## config.mk

```make
export PLATFORM = sky130hd
export DESIGN_NAME = sign_partition_engine
export DESIGN_NICKNAME = d
export VERILOG_FILES = /design/src/hdl/spe_pkg.sv /design/src/hdl/sign_partition_engine.sv /design/src/hdl/spe_ram.sv
export SDC_FILE = /design/constraint.sdc
export NUM_CORES = 2
export LEC_CHECK = 0
export ABC_AREA = 0
export BUFFER_PORTS_ARGS = -buffer_cell sky130_fd_sc_hd__buf_2
export CORE_MARGIN = 3
export CORE_UTILIZATION = 50
export CTS_CLUSTER_DIAMETER = 80
export DETAILED_ROUTE_END_ITERATION = 10
export PLACE_DENSITY = 0.63
export SYNTH_ARGS = -nofsm -noshare
export SYNTH_HDL_FRONTEND = slang
export SYNTH_SLANG_ARGS = --single-unit
```

## constraint.sdc

```tcl
create_clock -name clk_i -period 6.6 [get_ports clk_i]
set_input_delay 0.66 -clock clk_i [delete_from_list [all_inputs] [get_ports clk_i]]
set_output_delay 0.66 -clock clk_i [all_outputs]
set_load 0.05 [all_outputs]
```

## src/hdl/spe_pkg.sv

```systemverilog
// Package for the sign partition engine.
// Holds the word width, the default store depth and the request and result payload types.
// No dependencies.
package spe_pkg;

  localparam int unsigned WordW        = 32;
  localparam int unsigned DepthDefault = 64;

  typedef struct packed {
    logic signed [WordW-1:0] value;
    logic                    last;
  } req_t;

  typedef struct packed {
    logic signed [WordW-1:0] value_res;
    logic                    last_res;
  } res_t;

endpackage

```

## src/hdl/sign_partition_engine.sv

```systemverilog
// Top level of the sign partition engine: loads a list of signed words, partitions
// it by sign in place and emits the whole list in order.
// Depends on spe_pkg and spe_ram.
//
//   Channel   Signals                              Payload
//   request   req_valid_i, req_ready_o, req_i      spe_pkg::req_t (value, last)
//   result    res_valid_o, res_ready_i, res_o      spe_pkg::res_t (value_res, last_res)
//
// Loading takes one word per cycle while the block waits for requests.
// After the last word, the walk takes each word through StRead and StCheck, and StSwap
// when a swap needs the single write port twice; emission takes each word through StEmRd
// and StEmOut, waiting out result stalls. No request is taken in the walk or emission.
// Reset returns the block to loading with an empty list; the store needs no clearing.
module sign_partition_engine #(
  parameter int unsigned DEPTH = spe_pkg::DepthDefault
) (
  input  logic           clk_i,
  input  logic           rst_ni,
  input  logic           req_valid_i,
  output logic           req_ready_o,
  input  spe_pkg::req_t  req_i,
  output logic           res_valid_o,
  input  logic           res_ready_i,
  output spe_pkg::res_t  res_o
);

  localparam int unsigned AW   = $clog2(DEPTH);
  localparam int unsigned CntW = $clog2(DEPTH + 1);

  typedef enum logic [5:0] {
    StLoad  = 6'b000001,
    StRead  = 6'b000010,
    StCheck = 6'b000100,
    StSwap  = 6'b001000,
    StEmRd  = 6'b010000,
    StEmOut = 6'b100000
  } state_e;

  state_e        state_q, state_d;
  logic [CntW-1:0] count_q, count_d;
  logic [CntW-1:0] scan_q, scan_d;
  logic [CntW-1:0] bnd_q, bnd_d;
  logic          res_valid_q, res_valid_d;
  spe_pkg::res_t res_q, res_d;

  logic                        we;
  logic [AW-1:0]               waddr;
  logic [spe_pkg::WordW-1:0]   wdata;
  logic                        re;
  logic [spe_pkg::WordW-1:0]   rdata_a;
  logic [spe_pkg::WordW-1:0]   rdata_b;
  logic                        req_fire;
  logic                        is_final;

  spe_ram #(
    .DEPTH (DEPTH),
    .AW    (AW)
  ) u_ram (
    .clk_i     (clk_i),
    .we_i      (we),
    .waddr_i   (waddr),
    .wdata_i   (wdata),
    .re_i      (re),
    .raddr_a_i (scan_q[AW-1:0]),
    .raddr_b_i (bnd_q[AW-1:0]),
    .rdata_a_o (rdata_a),
    .rdata_b_o (rdata_b)
  );

  assign req_ready_o = (state_q == StLoad);
  assign req_fire    = req_valid_i && req_ready_o;
  assign is_final    = ((scan_q + CntW'(1)) == count_q);

  always_comb begin
    state_d     = state_q;
    count_d     = count_q;
    scan_d      = scan_q;
    bnd_d       = bnd_q;
    res_valid_d = res_valid_q;
    res_d       = res_q;
    we          = 1'b0;
    waddr       = count_q[AW-1:0];
    wdata       = req_i.value;
    re          = 1'b0;
    unique case (state_q)
      StLoad: begin
        if (req_fire) begin
          if (count_q < CntW'(DEPTH)) begin
            we      = 1'b1;
            count_d = count_q + CntW'(1);
          end
          if (req_i.last) begin
            scan_d  = '0;
            bnd_d   = '0;
            state_d = StRead;
          end
        end
      end
      StRead: begin
        if (scan_q == count_q) begin
          scan_d  = '0;
          state_d = StEmRd;
        end else begin
          re      = 1'b1;
          state_d = StCheck;
        end
      end
      StCheck: begin
        if (rdata_a[spe_pkg::WordW-1] && (scan_q != bnd_q)) begin
          we      = 1'b1;
          waddr   = scan_q[AW-1:0];
          wdata   = rdata_b;
          state_d = StSwap;
        end else begin
          if (rdata_a[spe_pkg::WordW-1]) begin
            bnd_d = bnd_q + CntW'(1);
          end
          scan_d  = scan_q + CntW'(1);
          state_d = StRead;
        end
      end
      StSwap: begin
        we      = 1'b1;
        waddr   = bnd_q[AW-1:0];
        wdata   = rdata_a;
        bnd_d   = bnd_q + CntW'(1);
        scan_d  = scan_q + CntW'(1);
        state_d = StRead;
      end
      StEmRd: begin
        re      = 1'b1;
        state_d = StEmOut;
      end
      StEmOut: begin
        if (!res_valid_q) begin
          res_valid_d     = 1'b1;
          res_d.value_res = rdata_a;
          res_d.last_res  = is_final;
        end else if (res_ready_i) begin
          res_valid_d = 1'b0;
          if (is_final) begin
            count_d = '0;
            scan_d  = '0;
            bnd_d   = '0;
            state_d = StLoad;
          end else begin
            scan_d  = scan_q + CntW'(1);
            state_d = StEmRd;
          end
        end
      end
      default: begin
        state_d = StLoad;
      end
    endcase
  end

  always_ff @(posedge clk_i or negedge rst_ni) begin
    if (!rst_ni) begin
      state_q     <= StLoad;
      count_q     <= '0;
      scan_q      <= '0;
      bnd_q       <= '0;
      res_valid_q <= 1'b0;
    end else begin
      state_q     <= state_d;
      count_q     <= count_d;
      scan_q      <= scan_d;
      bnd_q       <= bnd_d;
      res_valid_q <= res_valid_d;
    end
  end

  always_ff @(posedge clk_i) begin
    res_q <= res_d;
  end

  assign res_valid_o = res_valid_q;
  assign res_o       = res_q;

endmodule

```

## src/hdl/spe_ram.sv

```systemverilog
// Word store of the sign partition engine.
// It has one write port and two read ports, and the read data is registered.
// Depends on spe_pkg.
module spe_ram #(
  parameter int unsigned DEPTH = spe_pkg::DepthDefault,
  parameter int unsigned AW    = $clog2(DEPTH)
) (
  input  logic                           clk_i,
  input  logic                           we_i,
  input  logic [AW-1:0]                  waddr_i,
  input  logic [spe_pkg::WordW-1:0]      wdata_i,
  input  logic                           re_i,
  input  logic [AW-1:0]                  raddr_a_i,
  input  logic [AW-1:0]                  raddr_b_i,
  output logic [spe_pkg::WordW-1:0]      rdata_a_o,
  output logic [spe_pkg::WordW-1:0]      rdata_b_o
);

  logic [spe_pkg::WordW-1:0] mem_q [DEPTH];
  logic [spe_pkg::WordW-1:0] rdata_a_q;
  logic [spe_pkg::WordW-1:0] rdata_b_q;

  always_ff @(posedge clk_i) begin
    if (we_i) begin
      mem_q[waddr_i] <= wdata_i;
    end
    if (re_i) begin
      rdata_a_q <= mem_q[raddr_a_i];
      rdata_b_q <= mem_q[raddr_b_i];
    end
  end

  assign rdata_a_o = rdata_a_q;
  assign rdata_b_o = rdata_b_q;

endmodule

```

[Word level (Yosys, flattened, before mapping)]
Memories as Yosys holds them, arrays and structs flattened. A register that Yosys moved wholly into a read port is not among the register bits.
Cells that the tools add are included.
Widths: inputs -> output; s select.
Cells by class
  add/sub/neg operators: 3
  magnitude comparators: 1
  equal/unequal tests: 18
  muxes and demuxes: 39
  bitwise operators: 1
  reductions and logical operators: 10
Operator list (count)
  $mux 7: 14
  $pmux 32 s2: 1
  $pmux 6 s6: 1
  $pmux 7 s5: 1
  $mux 32: 1
  $mux 6: 5
  $pmux 7 s4: 1
  $add 7x1->7 const B: 3
  $eq 7x7->1: 2
  $pmux 7 s2: 1
  $pmux 6 s2: 1
  $mux 5: 2
  $ne 2x2->1 const B: 5
  $mux 1: 8
  $ne 2x1->1 const B: 4
  $reduce_and 8->1: 1
  $lt 7x7->1 const B: 1
  $ne 7x7->1: 1
  $reduce_and 7->1: 1
  $eq 6x1->1 const B: 1
  $eq 6x2->1 const B: 1
  $eq 6x3->1 const B: 1
  $eq 6x4->1 const B: 1
  $eq 6x5->1 const B: 1
  12 further kinds: 13
Word-level totals
  register bits: 61
  RAM bits: 2048
  memories: 1
Memory list
  u_ram.mem_q: depth 64, width 32, rd ports 2, clocked after Yosys merged registers in 2, wr ports 1, line spe_ram.sv:19  | logic [spe_pkg::WordW-1:0] mem_q [DEPTH];

[Depth between registers and ports, before layout]
  word-level depth: 6
  gate-level depth with buffers: 10
  mapped depth without buffers: 8

[By module]
From an unflattened synthesis, not the netlist that was laid out.
Second synthesis, totals
  cell total of the unflattened synthesis: 4769
  area, all modules: 99804.5 sq um
By module, submodules not included
  spe_ram: instances 1, cells each 4412, area an instance 96301.1 sq um, seq. area each 63420.8 sq um
  sign_partition_engine: instances 1, cells each 357, area an instance 3503.4 sq um, seq. area each 1692.9 sq um

[Worst setup path after synthesis]
Ideal clock, no wire load.
  kind: reg-to-reg
  start point: reg scan_q[1]
  end point: mem u_ram.mem_q[49][0] (netlist bit) (enable)
  arrival time: 4.391 ns
  data required time: 6.139 ns
  setup slack: 1.748 ns
  stages on the path, launching flop included: 10
  path buffers: 3
  period minus slack after synthesis: 4.852 ns
  cell sequence: dfrtp_1 > clkbuf_1 > xnor2_1 > nand4_1 > o21a_1 > buf_4 > o311ai_1 > nand2_1 > clkbuf_1 > nor3_1
On the way
  cells in the longest elaborated chain, start to end: 6
  elaborated cells between the ends (all ways): 8
  those cells by class: 1 x eq/ne; 6 x mux; 1 x reduce/logical
Ends and longest elaborated chain
  start: declaration: line sign_partition_engine.sv:41  | logic [CntW-1:0] scan_q, scan_d;
  start signal: assignment: line sign_partition_engine.sv:168  | scan_q <= scan_d;
  $ne 7x7->1: line sign_partition_engine.sv:109  | if (rdata_a[spe_pkg::WordW-1] && (scan_q != bnd_q)) begin
  $logic_and 1x1->1: line sign_partition_engine.sv:109
  $mux 1: line sign_partition_engine.sv:109
  $pmux 1 s3: line sign_partition_engine.sv:85  | unique case (state_q)
  $mux 1: line spe_ram.sv:24  | if (we_i) begin
  $mux 1 (not written as such): line spe_ram.sv:25  | mem_q[waddr_i] <= wdata_i;
  end: declaration: line spe_ram.sv:19
Parallel ways exist; a longest one is shown, timed or not.

[Worst setup path in the final report]
  start point: reg bnd_q[5]
  end point: mem u_ram.mem_q[52][7] (netlist bit) (enable)
On the way
  cells in the longest elaborated chain, start to end: 6
  elaborated cells between the ends (all ways): 8
  those cells by class: 1 x eq/ne; 6 x mux; 1 x reduce/logical
Ends and longest elaborated chain
  start: declaration: line sign_partition_engine.sv:42  | logic [CntW-1:0] bnd_q, bnd_d;
  start signal: assignment: line sign_partition_engine.sv:169  | bnd_q <= bnd_d;
  $ne 7x7->1: line sign_partition_engine.sv:109
  $logic_and 1x1->1: line sign_partition_engine.sv:109
  $mux 1: line sign_partition_engine.sv:109
  $pmux 1 s3: line sign_partition_engine.sv:85
  $mux 1: line spe_ram.sv:24
  $mux 1 (not written as such): line spe_ram.sv:25
Parallel ways exist; a longest one is shown, timed or not.

==> results.json <==
{
  "drv_cap": 0,
  "path_max_fanout": 41,
  "synth_edf_count": 2145,
  "fin_crit_ns": 4.816,
  "internal-power_mw": 23.83,
  "ys_top_cells_by_area": "edfxtp_1, mux4_2, dfrtp_1, buf_2, clkbuf_1",
  "grt_remaining_overflow": 0,
  "root_buffer": "clkbuf_16",
  "critPathTopFamily": "simple AND/OR/NAND/NOR gates",
  "portBuffers": 71,
  "vias_per_cell": 7.283,
  "grt_first_pass_wirelength_um": 429600,
  "final_layout_size_suffix_gt1_frac": 0.4371,
  "clkSinkCount": 2173,
  "antenna_found_initial": 4,
  "setup-tns-final_ns": 0,
  "yosysWarnings": 0,
  "netlist_instances": 4330,
  "whs_ns": 0.1259,
  "initial_utilization": 0.5063,
  "syn-num-nets": 4370,
  "synth_cell_types": 64,
  "min_period_over_period": 0.7297,
  "synth_flop_cell": "edfxtp_1",
  "post-route-drc-count": 0,
  "synth_common_cells": "edfxtp_1, mux4_2, clkbuf_1, buf_2, nand2_1",
  "drv_slew": 0,
  "cp.arrival_ns": 5.28,
  "cts_buffer_depth": 3,
  "cts_htree_levels": 4,
  "post_cts_buffers": 0,
  "sw_frac_of_total": 0.2252,
  "cts_made_buffers": 222,
  "routed_wl_um": 308600,
  "p_sw_mw": 6.925,
  "die_area_mm2": 0.2041,
  "synth_area_mm2": 0.09934,
  "cts_tree": "done",
  "ir_drop_mv": 0.2431,
  "synth_most_common_cell": "edfxtp_1",
  "power_frac_comb": 0.085,
  "hold_path.class": "primary input to flip-flop",
  "seq_power_share": 0.500,
  "gp_congestion": 0.8658,
  "rows": 162,
  "clk_pin_slew_worst_paths_ns": 0.06,
  "setup_violations": 0,
  "clkPwrFrac": 0.416,
  "wl_per_cell_um": 42.25,
  "clkLatencyLatePin_ns": 0.88,
  "yosysTopAreaCell": "edfxtp_1",
  "die_h_um": 451.7,
  "grt_setup_unrepaired": "no",
  "powerDensity_mw_per_mm2": 277.1,
  "crit_path_end_kind": "flip-flop",
  "first_global_vias": 53120,
  "p_leak_nw": 32.19,
  "crit_type": "flip-flop to flip-flop",
  "hold_violations": 0,
  "yosysSeqAreaShare": 0.6554,
  "tightest_slew_ns": 1.217,
  "die_w_um": 451.7,
  "drtAntennaViolNets": 0,
  "outcome": "finished clean",
  "cp_cell_sequence": "xnor2_1, nand4_1, o21a_4, o311ai_1, nand2_1, nor3_2, buf_4",
  "nets": 4522,
  "grt_max_degree": 125,
  "grt_use_total": 0.3047,
  "required_ns": 7.06,
  "vias": 53200,
  "core_area_mm2": 0.1962,
  "start_kind": "flip-flop",
  "path_buf_inv": 1,
  "detailedRoute.firstPassIterationCount": 6,
  "ys_ff_latch": 2173,
  "drt_iter0_markers": 8041,
  "cpMaxStageDelayCell": "dfrtp_4",
  "synth_area_per_cell_um2": 22.94,
  "cpPeakStageDelay_ns": 1.05,
  "synth_top_cell_area_share": 0.6484,
  "slew_headroom": 0.1887,
  "hpwl_um": 178600,
  "syn2layout_area_growth_pct": 11.70,
  "finClkSkew_ns": 0.03083,
  "postSynth.asyncResetShare": 0.01289,
  "fmax_mhz": 207.6,
  "ios": 72,
  "nFillCells": 14370
}
-- routing by layer --
layer,global-route usage,part of all wire,vias to the layer above
met5,0,0.000087,-
met4,0.1140,0.042,4
met3,0.06930,0.11,555
met2,0.4686,0.47,3438
met1,0.4327,0.38,29390
li1,-,-,19810
-- final timing paths --
| path | depth (start not counted) | slack [ns] | start | endpoint |
|---|---|---|---|---|
| max | 7 | 1.78 | bnd_q[5] | u_ram.mem_q[52][7] |
| min | 3 | 0.13 | res_ready_i | state_q[0] |
| max reg2reg | 7 | 1.78 | bnd_q[5] | u_ram.mem_q[52][7] |
| min reg2reg | 0 | 0.49 | u_ram.rdata_a_o[18] | res_o[19] |
| max in group asynchronous | 2 | 5.67 | rst_ni | scan_q[2] |
| min in group asynchronous | 2 | 0.39 | rst_ni | count_q[1] |
-- state kept, by name, summed over array words and instances (netlist names) --
signal / flops
u_ram.mem_q: 2048
res_o: 33
u_ram.rdata_a_o: 32
u_ram.rdata_b_o: 32
bnd_q: 7
count_q: 7
scan_q: 7
state_q: 6
res_valid_o: 1
-- power by group through the flow --
stage	combinational (mW)	clock, mW	sequential, mW
2_1_floorplan	2.04	0	15.6
3_3_place_gp	2.61	0	15.7
3_5_place_dp	2.63	0	15.7
4_1_cts	2.64	13.0	15.4
5_1_grt	2.77	13.5	15.4
6_report	2.60	12.8	15.4
-- cells by family after synthesis --
| group | count (synthesis) | share of synthesized area |
|---|---|---|
| xor+xnor | 21 | 0.001851 |
| mux | 1364 | 0.3024 |
| buf+inv | 364 | 0.01645 |
| flops | 2173 | 0.6554 |
| compound gates | 141 | 0.01058 |
| fa+ha+maj | 3 | 0.0003779 |
| simple gates | 264 | 0.01291 |
-- worst min-delay path: cells and delay by family --
kind | cells | cell delay [ns]
AO/OA/AOI/OAI | 1 | 0.10
buffers and inverters | 1 | 0.10
AND/OR/NAND/NOR | 1 | 0.12
-- repair_timing --
action	4_1_cts	5_1_grt
resized for setup	0	0
hold buffers	1	0
endpoints found under the hold margin	27	0
-- placed cells by master, fill, tap and decap left out, types with 15 or more instances in the layout --
| cell type | netlist | layout |
|---|---|---|
| xnor2_1 | 17 | 17 |
| dfrtp_1 | 27 | 15 |
| bufinv_16 | 0 | 27 |
| buf_2 | 118 | 71 |
| clkinv_2 | 0 | 50 |
| clkinv_1 | 0 | 51 |
| a211oi_1 | 15 | 15 |
| nor2_1 | 20 | 18 |
| a21oi_1 | 22 | 22 |
| mux2i_1 | 38 | 38 |
| mux4_2 | 1308 | 1308 |
| mux2_2 | 18 | 18 |
| clkbuf_1 | 144 | 29 |
| buf_4 | 22 | 197 |
| a22oi_1 | 35 | 35 |
| edfxtp_1 | 2145 | 2145 |
| clkbuf_16 | 0 | 223 |
| nor3_2 | 0 | 64 |
| clkinvlp_4 | 0 | 15 |
| nand2_1 | 101 | 96 |
-- stage by stage --
stage	utilization	cells	power, mW	area [µm²]	worst slack [ns]
global route	0.5655	7301	31.65	111000	1.544
detailed placement	0.5276	6881	18.29	103500	1.935
finish	0.5656	7305	30.75	111000	1.784
global placement	0.5276	6881	18.27	103500	1.914
floorplan	-	4330	17.62	99340	1.748
CTS	0.5655	7300	30.97	111000	1.905
-- area by class of cell --
cell class	instances	area, µm²	share of cell area
inverter	12	45.04	0.0004059
multi-input combinational	1793	32980	0.2972
clock buffer	252	5689	0.05127
antenna	5	12.51	0.0001128
tap	2624	3283	0.02959
sequential	2173	65160	0.5872
clock inverter	166	1738	0.01566
timing repair buffer	280	2064	0.01860
Power figures use the tool's default switching activity.
